## config.mk

```make
export PLATFORM = sky130hd
export DESIGN_NAME = shell_command_lexer_core_flat
export DESIGN_NICKNAME = d
export VERILOG_FILES = /design/src/hdl/scl_pkg.sv /design/src/hdl/scl_if.sv /design/src/hdl/scl_step.sv /design/src/hdl/scl_queue.sv /design/src/hdl/shell_command_lexer_core.sv /design/src/flat_wrapper.sv
export SDC_FILE = /design/constraint.sdc
export NUM_CORES = 1
export LEC_CHECK = 0
export ABC_CLOCK_PERIOD_IN_PS = 14540
export BUFFER_PORTS_ARGS = -buffer_cell sky130_fd_sc_hd__clkbuf_2
export CORE_MARGIN = 8
export CORE_UTILIZATION = 30
export DETAILED_ROUTE_END_ITERATION = 10
export PLACE_DENSITY = 0.48
export SETUP_SLACK_MARGIN = 0.5
export SYNTH_ARGS = -nofsm -noshare
export SYNTH_HDL_FRONTEND = slang
export SYNTH_SLANG_ARGS = --single-unit
```

## constraint.sdc

```tcl
create_clock -name clk -period 14.54 [get_ports clk]
set_clock_uncertainty 0.1 [all_clocks]
set_input_delay 3.635 -clock clk [delete_from_list [all_inputs] [get_ports clk]]
set_output_delay 3.635 -clock clk [all_outputs]
set_load 0.05 [all_outputs]
```

## src/hdl/scl_pkg.sv

```systemverilog
// shell command lexer: shared types, token kind codes and byte constants
// no dependencies; used by scl_if, scl_step, scl_queue and the top level
`default_nettype none
package scl_pkg;

	localparam int unsigned TOKEN_W = 6;

	// token kinds
	localparam logic [2:0] KIND_CHAR   = 3'd0;
	localparam logic [2:0] KIND_END    = 3'd1;
	localparam logic [2:0] KIND_AND_IF = 3'd2;
	localparam logic [2:0] KIND_APPEND = 3'd3;
	localparam logic [2:0] KIND_OUT    = 3'd4;
	localparam logic [2:0] KIND_IN     = 3'd5;
	localparam logic [2:0] KIND_PIPE   = 3'd6;
	localparam logic [2:0] KIND_DONE   = 3'd7;

	// quote state
	localparam logic [1:0] QUOTE_NONE   = 2'd0;
	localparam logic [1:0] QUOTE_SINGLE = 2'd1;
	localparam logic [1:0] QUOTE_DOUBLE = 2'd2;

	// lookahead state
	localparam logic [1:0] HELD_NONE = 2'd0;
	localparam logic [1:0] HELD_AMP  = 2'd1;
	localparam logic [1:0] HELD_GT   = 2'd2;

	localparam logic [7:0] CH_AMP   = 8'h26;
	localparam logic [7:0] CH_GT    = 8'h3E;
	localparam logic [7:0] CH_LT    = 8'h3C;
	localparam logic [7:0] CH_PIPE  = 8'h7C;
	localparam logic [7:0] CH_SQUOT = 8'h27;
	localparam logic [7:0] CH_DQUOT = 8'h22;
	localparam logic [7:0] CH_SPACE = 8'h20;
	localparam logic [7:0] CH_TAB   = 8'h09;
	localparam logic [7:0] CH_CR    = 8'h0D;

	typedef struct packed {
		logic [7:0] byte_value;
		logic       line_end;
	} cmd_t;

	typedef struct packed {
		logic [2:0]         kind;
		logic [7:0]         char_value;
		logic [TOKEN_W-1:0] token_index;
		logic [TOKEN_W-1:0] token_total;
		logic               last;
	} tok_t;

	typedef struct packed {
		logic               in_word;
		logic [1:0]         quote_mode;
		logic [1:0]         held_char;
		logic [TOKEN_W-1:0] token_count;
	} lex_state_t;

	// up to three words written to the result queue at once
	typedef struct packed {
		logic [1:0]       n;
		tok_t [2:0]       item;
	} push_t;

endpackage
`default_nettype wire

```

## src/hdl/scl_if.sv

```systemverilog
// valid/ready channels of the shell command lexer
// depends on scl_pkg for the payload types
`default_nettype none
interface scl_cmd_if;
	logic          valid;
	logic          ready;
	scl_pkg::cmd_t data;
	modport source (output valid, output data, input ready);
	modport sink (input valid, input data, output ready);
endinterface

interface scl_tok_if;
	logic          valid;
	logic          ready;
	scl_pkg::tok_t data;
	modport source (output valid, output data, input ready);
	modport sink (input valid, input data, output ready);
endinterface
`default_nettype wire

```

## src/hdl/scl_step.sv

```systemverilog
// per-byte lexer step: next state and up to three result words
// combinational; depends on scl_pkg
`default_nettype none
module scl_step #(
	parameter int unsigned TOKEN_CAPACITY = 64
) (
	input  wire scl_pkg::cmd_t      cmd,
	input  wire scl_pkg::lex_state_t cur,
	output scl_pkg::lex_state_t     nxt,
	output scl_pkg::push_t          push
);

	localparam logic [scl_pkg::TOKEN_W:0] CAP = (scl_pkg::TOKEN_W+1)'(TOKEN_CAPACITY);

	function automatic scl_pkg::tok_t mk(input logic [2:0] kind, input logic [7:0] ch,
			input logic [scl_pkg::TOKEN_W-1:0] idx, input logic [scl_pkg::TOKEN_W-1:0] total);
		scl_pkg::tok_t r;
		r.kind        = kind;
		r.char_value  = ch;
		r.token_index = idx;
		r.token_total = total;
		r.last        = 1'b0;
		return r;
	endfunction

	function automatic logic room(input logic [scl_pkg::TOKEN_W-1:0] t);
		return ({1'b0, t} + 1'b1) < CAP;
	endfunction

	logic [7:0] b;
	logic       b_space;
	logic       run_in;
	logic       run_out;
	logic       run_start;
	scl_pkg::lex_state_t st;
	logic [1:0] n;
	scl_pkg::tok_t [2:0] res;

	assign b       = cmd.byte_value;
	assign b_space = (b == scl_pkg::CH_SPACE) || (b >= scl_pkg::CH_TAB && b <= scl_pkg::CH_CR);

	always_comb begin
		st        = cur;
		n         = 2'd0;
		res       = '0;
		run_in    = 1'b0;
		run_out   = 1'b0;
		run_start = 1'b0;
		if (cmd.line_end) begin
			if (cur.held_char == scl_pkg::HELD_AMP) begin
				res[n] = mk(scl_pkg::KIND_CHAR, scl_pkg::CH_AMP, st.token_count, '0);
				n = n + 2'd1;
				st.in_word = 1'b1;
			end else if (cur.held_char == scl_pkg::HELD_GT) begin
				res[n] = mk(scl_pkg::KIND_OUT, 8'd0, st.token_count, '0);
				n = n + 2'd1;
				st.token_count = st.token_count + 1'b1;
			end
			if (st.in_word) begin
				res[n] = mk(scl_pkg::KIND_END, 8'd0, st.token_count, '0);
				n = n + 2'd1;
				st.token_count = st.token_count + 1'b1;
			end
			res[n] = mk(scl_pkg::KIND_DONE, 8'd0, '0, st.token_count);
			n = n + 2'd1;
			st = '0;
		end else if (cur.held_char == scl_pkg::HELD_AMP) begin
			st.held_char = scl_pkg::HELD_NONE;
			if (b == scl_pkg::CH_AMP) begin
				if (st.in_word) begin
					res[n] = mk(scl_pkg::KIND_END, 8'd0, st.token_count, '0);
					n = n + 2'd1;
					st.token_count = st.token_count + 1'b1;
					st.in_word     = 1'b0;
					st.quote_mode  = scl_pkg::QUOTE_NONE;
				end
				if (room(st.token_count)) begin
					res[n] = mk(scl_pkg::KIND_AND_IF, 8'd0, st.token_count, '0);
					n = n + 2'd1;
					st.token_count = st.token_count + 1'b1;
				end
			end else begin
				// a lone '&' becomes a word byte
				res[n] = mk(scl_pkg::KIND_CHAR, scl_pkg::CH_AMP, st.token_count, '0);
				n = n + 2'd1;
				st.in_word = 1'b1;
				run_in = 1'b1;
			end
		end else if (cur.held_char == scl_pkg::HELD_GT) begin
			st.held_char = scl_pkg::HELD_NONE;
			if (b == scl_pkg::CH_GT) begin
				res[n] = mk(scl_pkg::KIND_APPEND, 8'd0, st.token_count, '0);
				n = n + 2'd1;
				st.token_count = st.token_count + 1'b1;
			end else begin
				res[n] = mk(scl_pkg::KIND_OUT, 8'd0, st.token_count, '0);
				n = n + 2'd1;
				st.token_count = st.token_count + 1'b1;
				run_out = 1'b1;
			end
		end else if (cur.in_word) begin
			run_in = 1'b1;
		end else begin
			run_out = 1'b1;
		end

		// inside a word
		if (run_in) begin
			if (st.quote_mode != scl_pkg::QUOTE_NONE) begin
				if ((st.quote_mode == scl_pkg::QUOTE_SINGLE && b == scl_pkg::CH_SQUOT) ||
						(st.quote_mode == scl_pkg::QUOTE_DOUBLE && b == scl_pkg::CH_DQUOT)) begin
					st.quote_mode = scl_pkg::QUOTE_NONE;
				end else begin
					res[n] = mk(scl_pkg::KIND_CHAR, b, st.token_count, '0);
					n = n + 2'd1;
				end
			end else if (b == scl_pkg::CH_SQUOT) begin
				st.quote_mode = scl_pkg::QUOTE_SINGLE;
			end else if (b == scl_pkg::CH_DQUOT) begin
				st.quote_mode = scl_pkg::QUOTE_DOUBLE;
			end else if (b_space || b == scl_pkg::CH_PIPE || b == scl_pkg::CH_GT) begin
				res[n] = mk(scl_pkg::KIND_END, 8'd0, st.token_count, '0);
				n = n + 2'd1;
				st.token_count = st.token_count + 1'b1;
				st.in_word     = 1'b0;
				st.quote_mode  = scl_pkg::QUOTE_NONE;
				run_out = 1'b1;
			end else if (b == scl_pkg::CH_AMP) begin
				st.held_char = scl_pkg::HELD_AMP;
			end else begin
				res[n] = mk(scl_pkg::KIND_CHAR, b, st.token_count, '0);
				n = n + 2'd1;
			end
		end

		// between words
		if (run_out && room(st.token_count) && !b_space) begin
			if (b == scl_pkg::CH_AMP) begin
				st.held_char = scl_pkg::HELD_AMP;
			end else if (b == scl_pkg::CH_GT) begin
				st.held_char = scl_pkg::HELD_GT;
			end else if (b == scl_pkg::CH_LT) begin
				res[n] = mk(scl_pkg::KIND_IN, 8'd0, st.token_count, '0);
				n = n + 2'd1;
				st.token_count = st.token_count + 1'b1;
			end else if (b == scl_pkg::CH_PIPE) begin
				res[n] = mk(scl_pkg::KIND_PIPE, 8'd0, st.token_count, '0);
				n = n + 2'd1;
				st.token_count = st.token_count + 1'b1;
			end else begin
				st.in_word = 1'b1;
				run_start  = 1'b1;
			end
		end

		// first byte of a new word, no quote open yet
		if (run_start) begin
			if (b == scl_pkg::CH_SQUOT) begin
				st.quote_mode = scl_pkg::QUOTE_SINGLE;
			end else if (b == scl_pkg::CH_DQUOT) begin
				st.quote_mode = scl_pkg::QUOTE_DOUBLE;
			end else begin
				res[n] = mk(scl_pkg::KIND_CHAR, b, st.token_count, '0);
				n = n + 2'd1;
			end
		end

		if (n != 2'd0) begin
			res[n - 2'd1].last = 1'b1;
		end
	end

	assign nxt       = st;
	assign push.n    = n;
	assign push.item = res;

endmodule
`default_nettype wire

```

## src/hdl/scl_queue.sv

```systemverilog
// four-entry result queue: takes up to three words a cycle, gives one when the receiver is ready
// depends on scl_pkg and scl_tok_if
`default_nettype none
module scl_queue (
	input  wire              clk,
	input  wire              arst_n,
	input  wire scl_pkg::push_t push,
	output logic             space_ok,
	scl_tok_if.source        tok
);

	localparam int unsigned DEPTH = 4;
	localparam int unsigned AW    = $clog2(DEPTH);
	localparam int unsigned CW    = $clog2(DEPTH + 1);

	scl_pkg::tok_t mem [DEPTH];
	logic [AW-1:0] wr_q;
	logic [AW-1:0] rd_q;
	logic [CW-1:0] cnt_q;
	logic          pop;

	assign pop       = tok.valid && tok.ready;
	assign tok.valid = cnt_q != '0;
	assign tok.data  = mem[rd_q];
	// room for a full three-word push
	assign space_ok  = cnt_q <= CW'(DEPTH - 3);

	always_ff @(posedge clk) begin
		for (int i = 0; i < 3; i++) begin
			if (2'(i) < push.n) begin
				mem[wr_q + AW'(i)] <= push.item[i];
			end
		end
	end

	always_ff @(posedge clk or negedge arst_n) begin
		if (!arst_n) begin
			wr_q  <= '0;
			rd_q  <= '0;
			cnt_q <= '0;
		end else begin
			wr_q  <= wr_q + AW'(push.n);
			rd_q  <= rd_q + AW'(pop);
			cnt_q <= cnt_q + CW'(push.n) - CW'(pop);
		end
	end

	a_cnt_bound: assert property (@(posedge clk) disable iff (!arst_n) cnt_q <= CW'(DEPTH))
		else $error("result queue overfilled");
	a_push_room: assert property (@(posedge clk) disable iff (!arst_n)
		(push.n != 2'd0) |-> space_ok)
		else $error("push without room");
	a_pop_only: assert property (@(posedge clk) disable iff (!arst_n)
		(pop && push.n == 2'd0) |=> cnt_q == $past(cnt_q) - 1'b1)
		else $error("queue count lost a pop");

endmodule
`default_nettype wire

```

## src/hdl/shell_command_lexer_core.sv

```systemverilog
// shell command lexer: byte stream in, word/operator tokens out
// each accepted byte is registered, lexed combinationally and queued for output
// throughput: one byte per cycle while the result queue holds at most one word; after
// a byte that gives two or three words the next byte waits in the input register
// while the four-entry result queue drains to one word
// reset: asynchronous, clears lexer state, input register valid and queue pointers
`default_nettype none
module shell_command_lexer_core #(
	parameter int unsigned TOKEN_CAPACITY = 64
) (
	input  wire       clk,
	input  wire       arst_n,
	scl_cmd_if.sink   cmd,
	scl_tok_if.source tok
);

	scl_pkg::cmd_t       cmd_s1;
	logic                valid_s1;
	scl_pkg::lex_state_t state_q;
	scl_pkg::lex_state_t state_nxt;
	scl_pkg::push_t      step_push;
	scl_pkg::push_t      push;
	logic                space_ok;
	logic                fire;

	assign fire      = valid_s1 && space_ok;
	assign cmd.ready = !valid_s1 || fire;

	always_ff @(posedge clk) begin
		if (cmd.valid && cmd.ready) begin
			cmd_s1 <= cmd.data;
		end
	end

	always_ff @(posedge clk or negedge arst_n) begin
		if (!arst_n) begin
			valid_s1 <= 1'b0;
			state_q  <= '0;
		end else begin
			valid_s1 <= (cmd.valid && cmd.ready) || (valid_s1 && !fire);
			if (fire) begin
				state_q <= state_nxt;
			end
		end
	end

	scl_step #(.TOKEN_CAPACITY(TOKEN_CAPACITY)) u_step (
		.cmd  (cmd_s1),
		.cur  (state_q),
		.nxt  (state_nxt),
		.push (step_push)
	);

	always_comb begin
		push = step_push;
		if (!fire) begin
			push.n = 2'd0;
		end
	end

	scl_queue u_queue (
		.clk      (clk),
		.arst_n   (arst_n),
		.push     (push),
		.space_ok (space_ok),
		.tok      (tok)
	);

	a_count_cap: assert property (@(posedge clk) disable iff (!arst_n)
		{1'b0, state_q.token_count} < (scl_pkg::TOKEN_W+1)'(TOKEN_CAPACITY))
		else $error("token count past capacity");
	a_line_clear: assert property (@(posedge clk) disable iff (!arst_n)
		(fire && cmd_s1.line_end) |=> state_q == '0)
		else $error("state not cleared at line end");
	a_held_unquoted: assert property (@(posedge clk) disable iff (!arst_n)
		(state_q.held_char != scl_pkg::HELD_NONE) |-> state_q.quote_mode == scl_pkg::QUOTE_NONE)
		else $error("lookahead held inside quotes");

endmodule
`default_nettype wire

```

## src/flat_wrapper.sv

```systemverilog
// flat-port wrapper written by rule: the top's interface ports become plain ports
module shell_command_lexer_core_flat 
#(
	parameter int unsigned TOKEN_CAPACITY = 64
)
  (clk, arst_n, cmd_valid, cmd_data, cmd_ready, tok_valid, tok_data, tok_ready);
  scl_cmd_if cmd_i ();
  scl_tok_if tok_i ();
  input  wire clk;
  input  wire arst_n;
  input wire logic [$bits(cmd_i.valid)-1:0] cmd_valid;
  input wire logic [$bits(cmd_i.data)-1:0] cmd_data;
  output wire logic [$bits(cmd_i.ready)-1:0] cmd_ready;
  output wire logic [$bits(tok_i.valid)-1:0] tok_valid;
  output wire logic [$bits(tok_i.data)-1:0] tok_data;
  input wire logic [$bits(tok_i.ready)-1:0] tok_ready;
  assign cmd_i.valid = cmd_valid;
  assign cmd_i.data = cmd_data;
  assign cmd_ready = cmd_i.ready;
  assign tok_valid = tok_i.valid;
  assign tok_data = tok_i.data;
  assign tok_i.ready = tok_ready;
  shell_command_lexer_core #(.TOKEN_CAPACITY(TOKEN_CAPACITY)) u_core (.clk(clk), .arst_n(arst_n), .cmd(cmd_i), .tok(tok_i));
endmodule
```

==> impl_metrics.yaml, run 1 <==
status:
  status: "completed"
placement:
  port_buffers: 38
  dp_cells: 1376
  detailed_place_hpwl_um: 23800
  place.gp.congestion: 0.921
floorplan:
  start_util: 0.302
  dieArea_um2: 37600
  ios: 39
  rows: 65
  core_um2: 31400
  die-height_um: 194
  fp.dieW_um: 194
timing:
  rsz0062_at_grt: "false"
  fin_crit_sh: 0.542
  finalSetupViolCount: 0
  finalHoldViolCount: 0
  maxSlewViolCount: 0
  fin_tns_setup_ps: 0
  worst_pin_slew_ps: 1010
  hold_ws_ps: 386
  max_freq_mhz: 127
  relSlewSlack: 0.324
  layout_min_cycle_time_ps: 7890
global_routing:
  grt_max_degree: 32
  antenna_found_initial: 0
  grt_pass1_vias: 7883
  grt_util_all_layers: 0.165
  grt_pass1_wl_um: 48900
  overflow: 0
pwr:
  p_leak_uw: 0.00386
  pwr_density_cell_nw_per_um2: 202
  irDropWorstVdd_mv: 0.0933
yosys:
  synth_most_common_cell: "edfxtp_1"
  yosys.area.top_type_share: 0.332
  netlist_top_cells_count: "edfxtp_1 (105), nand2_1 (97), nor2_1 (91), a21oi_1 (64), o21ai_0 (61)"
  async_flop_share: 0.153
  yosysWarnings: 0
  synth_area_um2: 9500
  yosys.area.top_type: "edfxtp_1"
  synth.top_cells.by_area: "edfxtp_1 (33%), mux4_2 (5.7%), dfrtp_1 (5.0%), nand2_1 (3.8%), ha_1 (3.8%)"
  ys_seq_elements: 124
  synth-edff-count: 105
  synthFlopType: "edfxtp_1"
  synth_seq_area_share: 0.382
  yosys.cell_types.count: 102
  synth_nets: 1022
  synthesis.instances: 978
  syn_avg_cell_area_um2: 9.71
min_path:
  hold_path_depth: 1
  holdPathEnd: "u_core.u_queue.cnt_q[0]$_DFF_PN0_"
  min_from: "u_core.u_queue.cnt_q[0]$_DFF_PN0_"
  hp-class: "flop to flop"
clock_tree:
  post-cts-setup-buffer-count: 0
  cts.sinks: 124
  cts_resized: 0
  cts_buffers: 17
  h-tree-depth: 4
  ctsHoldBuffers: 0
  clock_latency_ps: 420
  tritoncts: "built"
  cts_buffer_depth: 2
  cts-root-buf: "clkbuf_16"
  path_clk_slew_ps: 60
final_layout:
  multi_input_area_um2: 5490
  fill_cells: 3246
  seq_area_um2: 3630
  final_cells: 1408
  area_growth_pct: 12.3
  drive_gt1_frac: 0.173
  final_nets: 1037
worst_setup_path:
  cp_num_buf_inv: 3
  critPathMostFrequentCell: "ha_1"
  cp_max_fo: 24
  arrival_ps: 7870
  reg2reg_slack_ps: 6650
  required_ps: 14520
  crit_chain: "mux2_2 > ha_1 > and2_1 > o211a_1 > a2111oi_0 > nor3_1 > nor2_1 > ha_1 > a21oi_1 > inv_1 > ha_1 > o2111a_1 > o21a_2 > o21ai_2 > o21ai_0 > ha_1 > inv_1 > a21oi_1 > nor3_2 > o21ai_4 > nor2_1 > nor2_1 > o21ai_2 > buf_4"
  r2r-start: "u_core.state_q[10]$_DFFE_PN0P_"
  max_stage_delay_ps: 820
  start_kind: "flop"
  crit_slowest_cell: "dfrtp_1"
  critPathKind: "flop to flop"
  worst_r2r_path_depth: 24
  critPathTopFamily: "compound AO/OA/AOI/OAI gates"
  rr_endpoint: "u_core.u_queue.mem[2][12]$_DFFE_PP_"
  critPathCaptureType: "flop"
routing:
  final_antenna_net_count: 0
  post_drt_via_cell_ratio: 5.73
  drc: 0
  post_drt_wl_per_cell_um: 22.5
  wl_um: 31700
  drt_first_pass_iters: 6
  drtIter0Drc: 750
  num_vias: 8070
job:
  drv_cap: 0
## cell type report
class,instances,share of cell area
clock inverters,14,0.0160
clock buffers,17,0.0399
repair buffers,54,0.0291
inverters,35,0.0123
diodes,1,0.000235
flip-flops and latches,124,0.340
well taps,402,0.0472
multi-input cells,761,0.515
## through the flow
stage	cell area, µm²	worst slack [ps]	util	power (µW)
finish	10700	6650	0.340	2150
global route	10700	6090	0.339	2270
CTS	10700	6760	0.339	2170
detailed placement	10100	6810	0.321	1720
global placement	10100	7010	0.321	1720
floorplan	9500	6910	-	1410
## placed cells by master (no fill, tap or decap), drive strengths merged, types with 14 or more instances in the layout
cell type	n
a21oi	71
a22oi	17
buf	16
clkbuf	55
dfrtp	19
edfxtp	105
ha	29
inv	36
mux2i	20
mux4	24
nand2	102
nand3	26
nor2	97
nor2b	29
nor3	17
o211ai	14
o21ai	79
xnor2	28
## per-layer routing
| layer | vias up | global-route usage | share of wire |
|---|---|---|---|
| li1 | 3737 | - | - |
| met1 | 3949 | 0.237 | 0.48 |
| met4 | 0 | 0.0467 | 0.019 |
| met3 | 43 | 0.0266 | 0.056 |
| met5 | - | 0 | 0 |
| met2 | 341 | 0.253 | 0.45 |
## cells by family after synthesis
| logic type | count (synthesis) | synth area share |
|---|---|---|
| AOI/OAI and AO/OA | 291 | 0.215 |
| xor gates and xnor gates | 37 | 0.0349 |
| adders and majority gates | 31 | 0.0424 |
| buffers and inverters | 93 | 0.0422 |
| DFF | 124 | 0.382 |
| muxes | 50 | 0.0868 |
| and+or+nand+nor | 352 | 0.197 |
## worst max-delay path by stage
stage	to	cells after the start	slack, ps	start
2_1_floorplan	u_core.u_queue.mem[0][0]$_DFFE_PP_	26	6910	u_core.state_q[0]$_DFFE_PN0P_
3_3_place_gp	u_core.u_queue.mem[2][6]$_DFFE_PP_	24	7010	u_core.state_q[10]$_DFFE_PN0P_
3_5_place_dp	u_core.u_queue.mem[2][1]$_DFFE_PP_	24	6810	u_core.state_q[10]$_DFFE_PN0P_
4_1_cts	u_core.u_queue.mem[2][6]$_DFFE_PP_	24	6760	u_core.state_q[10]$_DFFE_PN0P_
5_1_grt	u_core.u_queue.mem[2][12]$_DFFE_PP_	25	6090	u_core.state_q[10]$_DFFE_PN0P_
6_report	u_core.u_queue.mem[2][12]$_DFFE_PP_	24	6650	u_core.state_q[10]$_DFFE_PN0P_
## registers in the layout, summed over array words and instances, names as in the netlist
| name | flops |
|---|---|
| u_core.u_queue.wr_q | 2 |
| u_core.valid_s1 | 1 |
| u_core.u_queue.cnt_q | 3 |
| u_core.cmd_s1 | 9 |
| u_core.u_queue.rd_q | 2 |
| u_core.state_q | 11 |
| u_core.u_queue.mem | 96 |
## where the power goes
group	total [µW]	switching (µW)	internal [µW]
Sequential	615	87.9	527
Clock	440	171	269
Combinational	1090	751	342
(Power assumes the default switching activity.)
==> inputs of run 2 (changes only) <==
--- a/config.mk
+++ b/config.mk
@@ -5,12 +5,12 @@
 export SDC_FILE = /design/constraint.sdc
 export NUM_CORES = 1
 export LEC_CHECK = 0
-export ABC_CLOCK_PERIOD_IN_PS = 14540
+export ABC_CLOCK_PERIOD_IN_PS = 7200
 export BUFFER_PORTS_ARGS = -buffer_cell sky130_fd_sc_hd__clkbuf_2
 export CORE_MARGIN = 8
 export CORE_UTILIZATION = 30
 export DETAILED_ROUTE_END_ITERATION = 10
-export PLACE_DENSITY = 0.48
+export PLACE_DENSITY = 0.49
 export SETUP_SLACK_MARGIN = 0.5
 export SYNTH_ARGS = -nofsm -noshare
 export SYNTH_HDL_FRONTEND = slang
==> constraint.sdc (replaced) <==
create_clock -name clk -period 7.2 [get_ports clk]
set_clock_uncertainty 0.1 [all_clocks]
set_input_delay 1.8 -clock clk [delete_from_list [all_inputs] [get_ports clk]]
set_output_delay 1.8 -clock clk [all_outputs]
set_load 0.05 [all_outputs]
==> run 2 against run 1 <==
  * Setup slack got worse by 5800 ps
  * Routed wire length is 2.4% higher
  * Via count is 1.4% higher
  * Global-route usage is 0.47 points higher
  * Die area is the same
  * Final area rose by 2.7%
  * Register-to-register slack worse by 5800 ps
  * Power rose by 110%
  * Final cell count is 2.2% higher
  * Critical path type unchanged
  * Highest routed layer unchanged
==> impl_metrics.yaml, run 2 (synthesized netlist as in run 1, its figures left out) <==
placement:
  place.gp.congestion: 0.933
  detailed_place_hpwl_um: 24400
  port_buffers: 38
  place_area_um2: 10300
routing:
  drtIter0Drc: 911
  drc: 0
  post_drt_wl_per_cell_um: 22.5
  wl_um: 32400
  drt_first_pass_iters: 6
  final_antenna_net_count: 0
  post_drt_via_cell_ratio: 5.69
  num_vias: 8184
final_layout:
  layout_common_cells: "edfxtp_1 (105), nand2_1 (97), nor2_1 (89)"
  area_growth_pct: 15.3
  final_nets: 1068
  layout_commonest_cell: "edfxtp_1"
  reg.largest.list: "u_core.u_queue.mem: 96 flops, u_core.state_q: 11 flops, u_core.cmd_s1: 9 flops"
  seq_area_um2: 3630
  fin_util: 0.349
  fill_cells: 3192
  largest_reg_flops: 96
  drive_gt1_frac: 0.203
  multi_input_area_um2: 5540
  n_antenna_cell: 0
  regMostFlops: "u_core.u_queue.mem"
  design_area_um2: 10900
global_routing:
  grt_util_all_layers: 0.170
  antenna_found_initial: 0
  grt_max_degree: 31
  overflow: 0
  grt_pass1_vias: 7893
  grt_pass1_wl_um: 49900
pwr:
  irDropWorstVdd_mv: 0.173
  p_leak_uw: 0.00402
  pwr_density_cell_nw_per_um2: 402
  fin_total_pwr_uw: 4410
timing:
  max_freq_mhz: 158
  layout_min_cycle_time_ps: 6340
  worst_pin_slew_ps: 893
  hold_ws_ps: 393
  finalHoldViolCount: 0
  finalSetupViolCount: 0
  rsz0062_at_grt: "true"
  fin_tns_setup_ps: 0
  maxSlewViolCount: 0
  relSlewSlack: 0.390
  fin_crit_sh: 0.880
clock_tree:
  cts.sinks: 124
  ctsHoldBuffers: 0
  clock_latency_ps: 430
  h-tree-depth: 4
  cts_buffer_depth: 2
  tritoncts: "built"
  cts_buffers: 17
  path_clk_slew_ps: 80
  cts-root-buf: "clkbuf_16"
floorplan:
  die-height_um: 194
  dieArea_um2: 37600
  ios: 39
  rows: 65
  fp.dieW_um: 194
  core_um2: 31400
  start_util: 0.302
worst_setup_path:
  critPathKind: "flop to flop"
  cp_num_buf_inv: 6
  max_stage_delay_ps: 430
  arrival_ps: 6540
  required_ps: 7400
  crit_slowest_cell: "or3_4"
  critPathTopFamily: "adder cells"
  start_kind: "flop"
  cp_max_fo: 10
  critPathCaptureType: "flop"
status:
  status: "completed"
min_path:
  hp-class: "flop to flop"
job:
  drv_cap: 0
-- run 2: changes by cell type in the layout (fill, tap and decap cells not counted), sizes merged --
cell | before | now
clkbuf | 55 | 56
bufinv | 3 | 1
buf | 16 | 47
clkinv | 7 | 5
diode | 1 | 0
inv | 36 | 40
-- run 2: layout make-up --
cell class / count / share of cell area
multi-input cells: 761 / 0.506
flip-flops and latches: 124 / 0.332
repair buffers: 85 / 0.0530
well taps: 402 / 0.0459
clock buffers: 18 / 0.0392
clock inverters: 14 / 0.0126
inverters: 35 / 0.0120
-- run 2: final timing paths --
| kind | startpoint | to | cells past startpoint | slack [ps] |
|---|---|---|---|---|
| max reg2reg | u_core.state_q[0]$_DFFE_PN0P_ | u_core.u_queue.cnt_q[2]$_DFF_PN0_ | 28 | 860 |
| min | u_core.u_queue.cnt_q[0]$_DFF_PN0_ | u_core.u_queue.cnt_q[0]$_DFF_PN0_ | 1 | 390 |
| min reg2reg | u_core.u_queue.cnt_q[0]$_DFF_PN0_ | u_core.u_queue.cnt_q[0]$_DFF_PN0_ | 1 | 390 |
| min in group asynchronous | arst_n | u_core.state_q[0]$_DFFE_PN0P_ | 1 | 1280 |
| max in group asynchronous | arst_n | u_core.u_queue.rd_q[0]$_DFF_PN0_ | 1 | 5240 |
| max | u_core.state_q[0]$_DFFE_PN0P_ | u_core.u_queue.cnt_q[2]$_DFF_PN0_ | 28 | 860 |
-- run 2: per-layer routing --
metal | track usage | share of wire
met5 | 0 | 0
met4 | 0.0430 | 0.016
met3 | 0.0255 | 0.052
met2 | 0.266 | 0.46
met1 | 0.242 | 0.48
-- run 2: per-stage QoR --
step / setup WS (ps) / instances
floorplan: 656 / 978
global placement: 424 / 1406
detailed placement: 279 / 1406
CTS: 532 / 1438
global route: 446 / 1439
finish: 862 / 1439
-- run 2: power by group --
group | leakage [µW] | switching (µW) | internal (µW)
clock network | 0.000272 | 382 | 484
logic | 0.00252 | 1570 | 757
registers | 0.00122 | 151 | 1060
-- run 2: what timing repair did --
item / in CTS / in global routing
gates resized for setup: 3 / 9
pin swaps: 0 / 1
endpoints found under the setup margin: 117 / 181
buffers inserted: 0 / 1
-- run 2: worst register-to-register path, delay by kind of cell, from the launching register on --
kind / cells / cell delay [ps]
xor+xnor: 3 / 480
flops: 1 / 380
compound gates: 5 / 1120
buf+inv: 6 / 550
fa+ha+maj: 6 / 1860
simple gates: 8 / 1730
==> inputs of run 3 (changes only) <==
--- a/config.mk
+++ b/config.mk
@@ -5,6 +5,7 @@
 export SDC_FILE = /design/constraint.sdc
 export NUM_CORES = 1
 export LEC_CHECK = 0
+export ABC_AREA = 1
 export ABC_CLOCK_PERIOD_IN_PS = 7200
 export BUFFER_PORTS_ARGS = -buffer_cell sky130_fd_sc_hd__clkbuf_2
 export CORE_MARGIN = 8
==> run 3 against run 2 <==
  * Count of clock-buffer cells in the layout fell by 1
  * Sequential share of layout area decreased by 4.6 points
  * Clock power grew 3.8%
  * Synthesized area increased by 20%
  * Setup slack gained 93 ps
  * First-iteration DRC count rose by 28%
  * Final cell count grew 54%
  * Worst hold slack improved by 17 ps
  * Critical path type unchanged
==> impl_metrics.yaml, run 3 <==
clock_tree:
  tritoncts: "built"
  cts_buffer_depth: 2
  cts.sinks: 124
  path_clk_slew_ps: 60
  ctsHoldBuffers: 0
  cts-root-buf: "clkbuf_16"
  clock_latency_ps: 450
  h-tree-depth: 4
  cts_buffers: 17
yosys:
  synth.top_cells.by_area: "edfxtp_1 (28%), nand2_1 (20%), nand3_1 (6.4%), o21ai_0 (5.9%), nor2_1 (4.5%)"
  async_flop_share: 0.153
  synthXorXnorAreaFrac: 0.00987
  synthFlopType: "edfxtp_1"
  yosys.area.top_type_share: 0.276
  synthesis.instances: 1690
  synth_area_um2: 11400
  yosys.area.top_type: "edfxtp_1"
  synth_top_family_by_area: "simple AND/OR/NAND/NOR gates"
  synth_most_common_cell: "nand2_1"
  synth_mux_area_frac: 0
  yosys.cell_types.count: 61
  synth_seq_area_share: 0.318
  synth_fa_ha_area_frac: 0.0353
  ys_seq_elements: 124
  synthSimpleGateAreaFrac: 0.417
  netlist_top_cells_count: "nand2_1 (603), nand3_1 (146), nor2_1 (136), o21ai_0 (135), inv_1 (126)"
  syn_avg_cell_area_um2: 6.75
  synth-edff-count: 105
  yosysWarnings: 0
  synth_nets: 1734
  synth-compound-area-share: 0.127
global_routing:
  overflow: 0
  grt_pass1_vias: 10700
  grt_max_degree: 59
  grt_util_all_layers: 0.187
  grt_pass1_wl_um: 64500
  antenna_found_initial: 0
timing:
  finalSetupViolCount: 0
  worst_pin_slew_ps: 1160
  finalHoldViolCount: 0
  setup_ws_ps: 955
  layout_min_cycle_time_ps: 6240
  rsz0062_at_grt: "false"
  relSlewSlack: 0.227
  fin_tns_setup_ps: 0
  max_freq_mhz: 160
  maxSlewViolCount: 0
  fin_crit_sh: 0.867
final_layout:
  layout_commonest_cell: "nand2_1"
  largest_reg_flops: 96
  reg.largest.list: "u_core.u_queue.mem: 96 flops, u_core.state_q: 11 flops, u_core.cmd_s1: 9 flops"
  drive_gt1_frac: 0.125
  fill_cells: 4083
  n_antenna_cell: 0
  layout_common_cells: "nand2_1 (602), nand3_1 (145), nor2_1 (135), o21ai_0 (135), inv_1 (125)"
  design_area_um2: 12700
  fin_util: 0.338
  final_nets: 1740
  regMostFlops: "u_core.u_queue.mem"
  area_growth_pct: 11.5
pwr:
  pwr_density_cell_nw_per_um2: 509
  irDropWorstVdd_mv: 0.175
  p_leak_uw: 0.00577
  fin_total_pwr_uw: 6470
worst_setup_path:
  max_stage_delay_ps: 470
  critPathCaptureType: "flop"
  critPathMostFrequentCell: "nand2_1"
  arrival_ps: 6450
  start_kind: "flop"
  r2r-start: "u_core.state_q[1]$_DFFE_PN0P_"
  rr_endpoint: "u_core.u_queue.mem[3][7]$_DFFE_PP_"
  critPathKind: "flop to flop"
  worst_r2r_path_depth: 34
  required_ps: 7410
  crit_slowest_cell: "dfrtp_1"
  reg2reg_slack_ps: 960
  cp_max_fo: 21
min_path:
  hold_path_depth: 1
  hp-class: "flop to flop"
  min_from: "u_core.u_queue.cnt_q[0]$_DFF_PN0_"
  holdPathEnd: "u_core.u_queue.cnt_q[0]$_DFF_PN0_"
routing:
  post_drt_via_cell_ratio: 5.21
  drt_first_pass_iters: 5
  wl_um: 42100
  final_antenna_net_count: 0
  num_vias: 11600
  post_drt_wl_per_cell_um: 18.9
  drtIter0Drc: 1169
  drc: 0
floorplan:
  fp.dieW_um: 211
  start_util: 0.304
  ios: 39
  rows: 71
  core_um2: 37600
  dieArea_um2: 44500
  die-height_um: 211
job:
  drv_cap: 0
placement:
  port_buffers: 38
  dp_slack_ps: 576
  detailed_place_hpwl_um: 30700
  place.gp.congestion: 0.911
  place_area_um2: 12000
status:
  status: "completed"
## run 3: cell types whose count changed after synthesis, moves of 31 or more
cell	previous run	this run
nand2_1	97	603
nor2_1	91	136
a21oi_1	64	33
o21ai_0	61	135
nand4_1	11	54
inv_1	34	126
nand3_1	22	146
## run 3: timing repair
action / in CTS / in global routing
endpoints found under the setup margin: 0 / 194
buffers inserted: 0 / 8
resized for setup: 0 / 17
## run 3: power breakdown
group          switching, µW  internal [µW]
Sequential               162           1230
Clock                    357            542
Combinational           3100           1080
## run 3: worst max path at each step
stage | start | to | slack [ps] | depth (start not counted)
global placement | u_core.state_q[0]$_DFFE_PN0P_ | u_core.u_queue.mem[0][14]$_DFFE_PP_ | 640 | 34
global route | u_core.state_q[0]$_DFFE_PN0P_ | u_core.u_queue.mem[0][11]$_DFFE_PP_ | 540 | 32
CTS | u_core.state_q[0]$_DFFE_PN0P_ | u_core.u_queue.cnt_q[2]$_DFF_PN0_ | 540 | 34
floorplan | u_core.state_q[0]$_DFFE_PN0P_ | u_core.u_queue.mem[3][0]$_DFFE_PP_ | 1440 | 32
finish | u_core.state_q[1]$_DFFE_PN0P_ | u_core.u_queue.mem[3][7]$_DFFE_PP_ | 960 | 34
detailed placement | u_core.state_q[0]$_DFFE_PN0P_ | u_core.u_queue.mem[0][17]$_DFFE_PP_ | 580 | 34
## run 3: logic make-up after synthesis
| kind of cell | Yosys count |
|---|---|
| AOI/OAI and AO/OA | 254 |
| xor gates and xnor gates | 12 |
| adders and majority gates | 31 |
| buffers and inverters | 240 |
| DFF | 124 |
| and+or+nand+nor | 1029 |
## run 3: critical path, delay by kind of cell, from the launching register on
family	cells	cell delay [ps]
AO/OA/AOI/OAI	4	660
adder cells (fa/ha/maj)	5	1400
buffers and inverters	6	620
flip-flops	1	470
AND/OR/NAND/NOR	19	2840
## run 3: cell type report
| class | instances | area (µm²) | area share |
|---|---|---|---|
| multi-input cells | 1329 | 6810 | 0.535 |
| flip-flops and latches | 124 | 3630 | 0.285 |
| well taps | 511 | 639 | 0.0503 |
| inverters | 156 | 602 | 0.0473 |
| repair buffers | 68 | 444 | 0.0349 |
| clock buffers | 17 | 425 | 0.0334 |
| clock inverters | 15 | 173 | 0.0136 |
## run 3: per-layer routing
layer,track usage,share of wire,vias up
met5,0,0,-
met1,0.263,0.48,5467
met4,0.0451,0.016,0
met2,0.297,0.45,404
met3,0.0292,0.054,48
li1,-,-,5658
## run 3: metrics by stage
| stage | cells | hold slack [ps] |
|---|---|---|
| floorplan | 1690 | 366 |
| global placement | 2177 | 381 |
| detailed placement | 2177 | 403 |
| CTS | 2209 | 418 |
| global route | 2220 | 435 |
| finish | 2220 | 411 |
